## src/rtl/assert_macros.svh

```systemverilog
// Assertion macros shared by the RTL. Each one samples on clk and is
// switched off while arst_n is low.
`ifndef ASSERT_MACROS_SVH
`define ASSERT_MACROS_SVH

// The property must hold at every sampled edge.
`define BPCR_ASSERT(lbl, prop, msg) \
	lbl: assert property (@(posedge clk) disable iff (!arst_n) (prop)) else $error(msg);

// When the antecedent holds, the consequent must hold in the next cycle.
`define BPCR_ASSERT_NEXT(lbl, ante, cons, msg) \
	lbl: assert property (@(posedge clk) disable iff (!arst_n) (ante) |=> (cons)) else $error(msg);

`endif

```

## src/rtl/bpcr_pkg.sv

```systemverilog
`default_nettype none

package bpcr_pkg;

	// Default width of the hold timer; the counter itself is one bit wider.
	localparam int TIMER_BITS_DEF = 16;

	localparam int PADDR_W = 4;
	localparam int PDATA_W = 32;

	localparam logic [7:0]  POLL_STEP_RST       = 8'd50;
	localparam logic [15:0] REPEAT_INTERVAL_RST = 16'd1;

	typedef enum logic [1:0] {
		REG_LONG_PRESS_TIME = 2'd0,
		REG_POLL_STEP       = 2'd1,
		REG_REPEAT_TOTAL    = 2'd2,
		REG_REPEAT_INTERVAL = 2'd3
	} reg_idx_t;

	typedef enum logic [1:0] {
		KIND_SHORT  = 2'd0,
		KIND_LONG   = 2'd1,
		KIND_REPEAT = 2'd2
	} kind_t;

endpackage

`default_nettype wire

```

## src/rtl/button_press_classifier_repeat_core.sv

```systemverilog
`default_nettype none

// Button press classifier with long-press auto-repeat. Each item on the button
// channel is one millisecond tick carrying the sampled level; each item on the
// event channel is a short press, a long press or a periodic repeat, and a tick
// gives at most one event. One item is taken every clock cycle unless the button
// side stalls: the tick is captured in an input register, classified by the
// logic that follows it and written to the event register when it advances.
// The button side stalls only while a finished event is held in the event
// register by a stalled receiver.
// Registers: 0x0 long_press_time (0 makes every press short), 0x4 poll_step
// (reset 50), 0x8 repeat_total (0 starts no new repeat sequence), 0xC repeat_interval
// (reset 1). They must be written only while no tick is in flight; the block does not enforce it.
module button_press_classifier_repeat_core #(
	parameter int TIMER_BITS = bpcr_pkg::TIMER_BITS_DEF
) (
	input  wire logic                          clk,
	input  wire logic                          arst_n,
	input  wire logic                          psel,
	input  wire logic                          penable,
	input  wire logic                          pwrite,
	input  wire logic [bpcr_pkg::PADDR_W-1:0]  paddr,
	input  wire logic [bpcr_pkg::PDATA_W-1:0]  pwdata,
	output logic      [bpcr_pkg::PDATA_W-1:0]  prdata,
	output logic                               pready,
	input  wire logic                          button_valid,
	output logic                               button_stall,
	input  wire logic                          button_level,
	output logic                               event_valid,
	input  wire logic                          event_stall,
	output logic      [1:0]                    event_kind,
	output logic      [15:0]                   repeats_left,
	output logic                               restarted
);
	import bpcr_pkg::*;

	localparam int HOLD_W = TIMER_BITS + 1;
	localparam int CMP_W  = (HOLD_W > 16) ? HOLD_W : 16;
	localparam logic [HOLD_W-1:0] HOLD_SAT = {HOLD_W{1'b1}};

	// Configuration registers
	logic [15:0] long_press_time_q;
	logic [7:0]  poll_step_q;
	logic [15:0] repeat_total_q;
	logic [15:0] repeat_interval_q;

	// Input stage
	logic valid_s1;
	logic level_s1;

	// Classifier state
	logic              last_level_q;
	logic              holding_q;
	logic [HOLD_W-1:0] hold_elapsed_q;
	logic [7:0]        poll_phase_q;
	logic [15:0]       repeat_left_q;
	logic [15:0]       countdown_q;

	// Event register
	logic        out_valid_q;
	kind_t       kind_q;
	logic [15:0] left_q;
	logic        restarted_q;

	logic cfg_wr;
	logic advance;

	// Next-state values of the classifier
	logic [15:0]       iload;
	logic [15:0]       cd_dec;
	logic              due;
	logic [15:0]       rep_mid;
	logic [15:0]       cd_mid;
	logic [7:0]        step;
	logic [7:0]        phase_inc;
	logic [HOLD_W-1:0] hold_inc;
	logic              reached;
	logic              dec_short;
	logic              dec_long;
	logic              holding_d;
	logic [HOLD_W-1:0] hold_d;
	logic [7:0]        phase_d;
	logic [15:0]       rep_d;
	logic [15:0]       cd_d;
	logic              has_res;
	kind_t             kind_d;
	logic              rst_d;

	assign pready = 1'b1;
	assign cfg_wr = psel && penable && pwrite && pready;

	always_comb begin
		prdata = '0;
		case (reg_idx_t'(paddr[3:2]))
			REG_LONG_PRESS_TIME: prdata = {16'd0, long_press_time_q};
			REG_POLL_STEP:       prdata = {24'd0, poll_step_q};
			REG_REPEAT_TOTAL:    prdata = {16'd0, repeat_total_q};
			REG_REPEAT_INTERVAL: prdata = {16'd0, repeat_interval_q};
			default:             prdata = '0;
		endcase
	end

	always_ff @(posedge clk or negedge arst_n) begin
		if (!arst_n) begin
			long_press_time_q <= '0;
			poll_step_q       <= POLL_STEP_RST;
			repeat_total_q    <= '0;
			repeat_interval_q <= REPEAT_INTERVAL_RST;
		end else if (cfg_wr) begin
			case (reg_idx_t'(paddr[3:2]))
				REG_LONG_PRESS_TIME: long_press_time_q <= pwdata[15:0];
				REG_POLL_STEP:       poll_step_q       <= pwdata[7:0];
				REG_REPEAT_TOTAL:    repeat_total_q    <= pwdata[15:0];
				REG_REPEAT_INTERVAL: repeat_interval_q <= pwdata[15:0];
				default: ;
			endcase
		end
	end

	// A tick in the input register moves on unless the event register is
	// full and its receiver is stalling.
	assign button_stall = valid_s1 && out_valid_q && event_stall;
	assign advance      = valid_s1 && !button_stall;

	always_comb begin
		iload = (repeat_interval_q == '0) ? 16'd1 : repeat_interval_q;

		// Repeat timer
		due     = 1'b0;
		rep_mid = repeat_left_q;
		cd_mid  = countdown_q;
		cd_dec  = (countdown_q != '0) ? 16'(countdown_q - 16'd1) : countdown_q;
		if (repeat_left_q != '0) begin
			cd_mid = cd_dec;
			if (cd_dec == '0) begin
				due     = 1'b1;
				rep_mid = 16'(repeat_left_q - 16'd1);
				if (rep_mid != '0) begin
					cd_mid = iload;
				end
			end
		end

		// Press detection
		step      = (poll_step_q == '0) ? 8'd1 : poll_step_q;
		phase_inc = 8'(poll_phase_q + 8'd1);
		hold_inc  = (hold_elapsed_q != HOLD_SAT) ?
			HOLD_W'(hold_elapsed_q + 1'b1) : hold_elapsed_q;
		reached   = (CMP_W'(hold_inc) >= CMP_W'(long_press_time_q)) || (hold_inc == HOLD_SAT);

		dec_short = 1'b0;
		dec_long  = 1'b0;
		holding_d = holding_q;
		hold_d    = hold_elapsed_q;
		phase_d   = poll_phase_q;
		if (!holding_q) begin
			if (level_s1 && !last_level_q) begin
				if (long_press_time_q == '0) begin
					dec_short = 1'b1;
				end else begin
					holding_d = 1'b1;
					hold_d    = '0;
					phase_d   = '0;
				end
			end
		end else begin
			hold_d  = hold_inc;
			phase_d = phase_inc;
			if (phase_inc >= step) begin
				phase_d = '0;
				if (long_press_time_q == '0) begin
					dec_short = 1'b1;
				end else if (reached) begin
					dec_long  = level_s1;
					dec_short = !level_s1;
				end else if (!level_s1) begin
					dec_short = 1'b1;
				end
			end
			if (dec_short || dec_long) begin
				holding_d = 1'b0;
				hold_d    = '0;
				phase_d   = '0;
			end
		end

		// A decision takes precedence over a repeat due on the same tick.
		rep_d   = rep_mid;
		cd_d    = cd_mid;
		rst_d   = 1'b0;
		kind_d  = KIND_REPEAT;
		has_res = due;
		if (dec_long) begin
			has_res = 1'b1;
			kind_d  = KIND_LONG;
			rst_d   = (repeat_total_q != '0) && (rep_mid != '0);
			if (repeat_total_q > 16'd1) begin
				rep_d = 16'(repeat_total_q - 16'd1);
				cd_d  = iload;
			end else if (repeat_total_q == 16'd1) begin
				rep_d = '0;
				cd_d  = '0;
			end
		end else if (dec_short) begin
			has_res = 1'b1;
			kind_d  = KIND_SHORT;
			if (repeat_total_q != '0 && rep_mid != '0) begin
				rep_d = '0;
				cd_d  = '0;
			end
		end
	end

	always_ff @(posedge clk or negedge arst_n) begin
		if (!arst_n) begin
			valid_s1       <= 1'b0;
			last_level_q   <= 1'b0;
			holding_q      <= 1'b0;
			hold_elapsed_q <= '0;
			poll_phase_q   <= '0;
			repeat_left_q  <= '0;
			countdown_q    <= '0;
			out_valid_q    <= 1'b0;
		end else begin
			if (!button_stall) begin
				valid_s1 <= button_valid;
			end
			if (advance) begin
				last_level_q   <= level_s1;
				holding_q      <= holding_d;
				hold_elapsed_q <= hold_d;
				poll_phase_q   <= phase_d;
				repeat_left_q  <= rep_d;
				countdown_q    <= cd_d;
			end
			if (advance && has_res) begin
				out_valid_q <= 1'b1;
			end else if (!event_stall) begin
				out_valid_q <= 1'b0;
			end
		end
	end

	always_ff @(posedge clk) begin
		if (button_valid && !button_stall) begin
			level_s1 <= button_level;
		end
		if (advance && has_res) begin
			kind_q      <= kind_d;
			left_q      <= rep_d;
			restarted_q <= rst_d;
		end
	end

	assign event_valid  = out_valid_q;
	assign event_kind   = kind_q;
	assign repeats_left = left_q;
	assign restarted    = restarted_q;

	`include "assert_macros.svh"

	`BPCR_ASSERT(a_restart_long, !(out_valid_q && restarted_q) || (kind_q == KIND_LONG), "restart flag on an event that is not a long press")
	`BPCR_ASSERT(a_idle_timer, (repeat_left_q != '0) || (countdown_q == '0), "repeat timer running with no sequence")
	`BPCR_ASSERT(a_idle_hold, holding_q || (hold_elapsed_q == '0 && poll_phase_q == '0), "hold counters not cleared outside a hold")
	`BPCR_ASSERT(a_stall_cause, !button_stall || (out_valid_q && event_stall), "button side stalled with room for an event")
	`BPCR_ASSERT_NEXT(a_stalled_event_kept, out_valid_q && event_stall, out_valid_q, "stalled event dropped")

endmodule

`default_nettype wire

```

## config.mk

```make
export PLATFORM = sky130hd
export DESIGN_NAME = button_press_classifier_repeat_core
export DESIGN_NICKNAME = d
export VERILOG_FILES = /design/src/rtl/bpcr_pkg.sv /design/src/rtl/button_press_classifier_repeat_core.sv
export VERILOG_INCLUDE_DIRS = /design/src /design/src/rtl
export SDC_FILE = /design/constraint.sdc
export NUM_CORES = 1
export LEC_CHECK = 0
export BUFFER_PORTS_ARGS = -buffer_cell sky130_fd_sc_hd__buf_2
export CAP_MARGIN = 20
export CELL_PAD_IN_SITES_DETAIL_PLACEMENT = 0
export CELL_PAD_IN_SITES_GLOBAL_PLACEMENT = 2
export CORE_ASPECT_RATIO = 0.6
export CORE_UTILIZATION = 38
export DETAILED_ROUTE_END_ITERATION = 6
export PLACE_DENSITY_LB_ADDON = 0.25
export SLEW_MARGIN = 5
export SYNTH_ARGS = -nofsm -noshare
export SYNTH_HDL_FRONTEND = slang
export SYNTH_SLANG_ARGS = --single-unit
```

## constraint.sdc

```tcl
create_clock -name clk -period 5.61 [get_ports clk]
set_input_delay 1.4025 -clock clk [delete_from_list [all_inputs] [get_ports clk]]
set_output_delay 1.4025 -clock clk [all_outputs]
set_load 0.005 [all_outputs]
```

==> results.yml <==
outcome:
  status: "complete, no violations"
min_path:
  hold_depth: 2
  hold_class: "reg -> reg"
sta:
  setup_violations: 0
  fin_crit_ps: 5160
  hold_violations: 0
  skew_ps: 11.2
  tns_ps: 0
  rsz0062_at_grt: "no"
  max_clock_freq_ghz: 0.194
  period_share_pct: 92.0
  tightest_slew_ps: 900
  drv_slew: 0
  relSlewSlack_pct: 39.9
  holdWs_ps: 514
clock_network:
  clkSinkCount: 137
  cts_buffers: 17
  hold_buffers: 0
  clockBufferDepth: 2
  clkLatencyLatePin_ps: 440
  htreeDepth: 4
  cts_tree: "done"
  path_clk_slew_ps: 60
  cts-root-buf: "clkbuf_16"
final_layout:
  num-fill-cells: 2333
  multiInputGateArea_mm2: 0.00519
  syn_to_final_growth_pct: 12.7
  nets: 1107
  instances_no_fill: 1359
  diodes: 0
  ff_latch_area_mm2: 0.00353
  drive_gt1_share_pct: 19.8
floorplanning:
  num_rows: 43
  coreArea_mm2: 0.0235
  dieHeight_um: 123
  die_area_mm2: 0.0249
  die_w_um: 203
  pin_count: 98
  initial_core_util_pct: 39.3
power:
  leakagePower_uw: 0.00435
  seq_power_share_pct: 40.0
  switchingPower_uw: 1650
  p_clk_share_pct: 26.5
  vdd_ir_drop_max_mv: 0.203
  intPower_uw: 2540
  p_per_area_mw_per_mm2: 403
  sw_frac_of_total_pct: 39.4
  combPwrFrac_pct: 33.5
drt:
  route.detailed.drc: 0
  num_vias: 7865
  avgViaCountPerCell: 5.79
  wl_per_cell_um: 20.5
  first_iter_violations: 594
  firstDrtPassIters: 5
  ant_nets: 0
  wirelength_um: 27900
worst_setup_path:
  critPathLaunchType: "flop"
  required_ps: 5750
  cp_max_fo: 14
  cp_data_arrival_time_ps: 5300
  crit_path_end_kind: "flop"
  critPathKind: "reg -> reg"
  rr_worst_depth: 12
grt:
  grt.total_usage_pct: 23.3
  antenna_found_initial: 0
  grt_pass1_wl_um: 43500
  grt_pass1_vias: 7132
  grt_max_degree: 63
  overflow: 0
yosys:
  synth_flop_cell: "dfrtp_1"
  synth_compound_area_share_pct: 19.7
  synthArstFlopShare_pct: 85.4
  ys_types: 76
  syn_avg_cell_area_um2: 9.37
  synth_top_family_by_area: "compound AO/OA/AOI/OAI gates"
  synth_xor_area_share_pct: 4.47
  synthSimpleGateAreaFrac_pct: 17.5
  muxShareOfSynthArea_pct: 9.38
  synth_area_mm2: 0.00922
  syn_inst: 984
  yosysWarnings: 0
  synth_seq_cells: 137
  synthAdderAreaFrac_pct: 4.34
  ys_seq_area_share_pct: 38.3
  synth_edf_count: 20
place:
  gp_congestion: 0.882
  io_buffers: 62
  dpl.hpwl_um: 20600
  placedCellCount: 1327
job:
  drv_cap: 0
## layout by cell type (no fill, tap or decap), types with 8 or more instances in the layout
cell type,count
nand2b_1,10
nand3_1,31
a21o_1,10
buf_4,25
mux2_2,59
or3_1,8
a21oi_1,38
a221o_1,14
o31ai_1,17
mux4_2,8
inv_1,46
nor3_1,36
xnor2_1,30
ha_1,32
dfrtp_1,113
edfxtp_1,20
nor4_1,24
o21ai_0,53
conb_1,17
buf_2,61
a31oi_1,8
a22o_1,26
and3_1,15
nand4_1,15
nor2_1,64
o22ai_1,22
nand2_1,80
clkbuf_16,17
xor2_1,17
## cell usage after synthesis, types with 15 or more instances
library cell    n  area, um^2
and3_1         15        93.8
xnor2_1        30         263
a21oi_1        39         195
inv_1          46         173
dfrtp_1       113        2830
ha_1           32         400
mux2_2         59         664
xor2_1         17         149
nor3_1         37         185
o22ai_1        22         138
nor4_1         24         150
clkbuf_1       48         180
buf_4          17         128
nor2_1         64         240
o31ai_1        17         128
nand3_1        31         155
a22o_1         26         228
nand2_1        80         300
nand4_1        15        93.8
edfxtp_1       20         601
o21ai_0        54         270
## sequential cells by signal, indices dropped and copies added, names as in the netlist, 2 cells and up
name,flops
hold_elapsed_q,17
repeats_left,16
poll_step_q,8
repeat_left_q,16
long_press_time_q,16
repeat_total_q,16
event_kind,2
repeat_interval_q,16
countdown_q,16
poll_phase_q,8
## routing by layer
metal	part of all wire [%]	vias up	routed length [um]	global-route usage [%]
met2	37	251	10300	28.4
met4	1.0	0	280	5.08
met3	6.8	25	1890	6.03
met1	55	3848	15400	38.6
met5	0	-	0	0
li1	-	3741	-	-
## kinds of logic after synthesis
family | Yosys count
multiplexers | 69
buffers and inverters | 121
flip-flops | 137
AND/OR/NAND/NOR | 320
XOR/XNOR | 47
AO/OA/AOI/OAI | 256
adder cells (fa/ha/maj) | 32
other | 2
## per-stage QoR
| step | total power, uW | area [um^2] | util (%) | setup slack [ps] |
|---|---|---|---|---|
| detailed placement | 3060 | 9810 | 41.8 | 364 |
| floorplan | 2610 | 9280 | - | 714 |
| CTS | 4180 | 10400 | 44.2 | 333 |
| finish | 4190 | 10400 | 44.3 | 446 |
| global route | 4460 | 10400 | 44.3 | 77.3 |
| global placement | 3070 | 9810 | 41.8 | 340 |
## cell type report
cell class	count	area share (%)
clock buffer	18	4.13
clock inverter	14	1.28
inverter	46	1.66
multi-input combinational	741	50.0
sequential	137	34.0
tap	315	3.79
timing repair buffer	88	5.13
## power groups by stage
stage / Combinational [uW] / Sequential [uW] / Clock, uW
finish: 1400 / 1670 / 1110
floorplan: 1190 / 1420 / 0
global placement: 1390 / 1680 / 0
detailed placement: 1380 / 1680 / 0
global route: 1570 / 1710 / 1170
CTS: 1390 / 1660 / 1130
## final timing paths
kind	start	to	slack [ps]
setup / recovery	countdown_q[0]$_DFFE_PN0P_	repeats_left[4]$_DFFE_PP_	450
hold / removal	last_level_q$_DFFE_PN0P_	last_level_q$_DFFE_PN0P_	510
setup reg to reg	countdown_q[0]$_DFFE_PN0P_	repeats_left[4]$_DFFE_PP_	450
hold reg to reg	last_level_q$_DFFE_PN0P_	last_level_q$_DFFE_PN0P_	510
max in group asynchronous	arst_n	countdown_q[9]$_DFFE_PN0P_	3770
min in group asynchronous	arst_n	repeat_left_q[1]$_DFFE_PN0P_	1020
## timing repair
| action | in CTS | in global routing |
|---|---|---|
| endpoints found under the setup margin | 0 | 35 |
| resized for setup | 0 | 3 |
| setup buffers | 0 | 0 |
## worst max-delay path, stage by stage (launching register included)
cell and delay, ps:
dfrtp_1 470, inv_1 160, ha_1 280, or3b_1 480, or3_1 380, a2111oi_0 690, o2111ai_1 280, or4_4 610
or4_1 570, o2111ai_2 170, nor2_1 130, a21oi_1 400, o21ai_0 240
No activity file was read; power rests on OpenSTA's default activity.
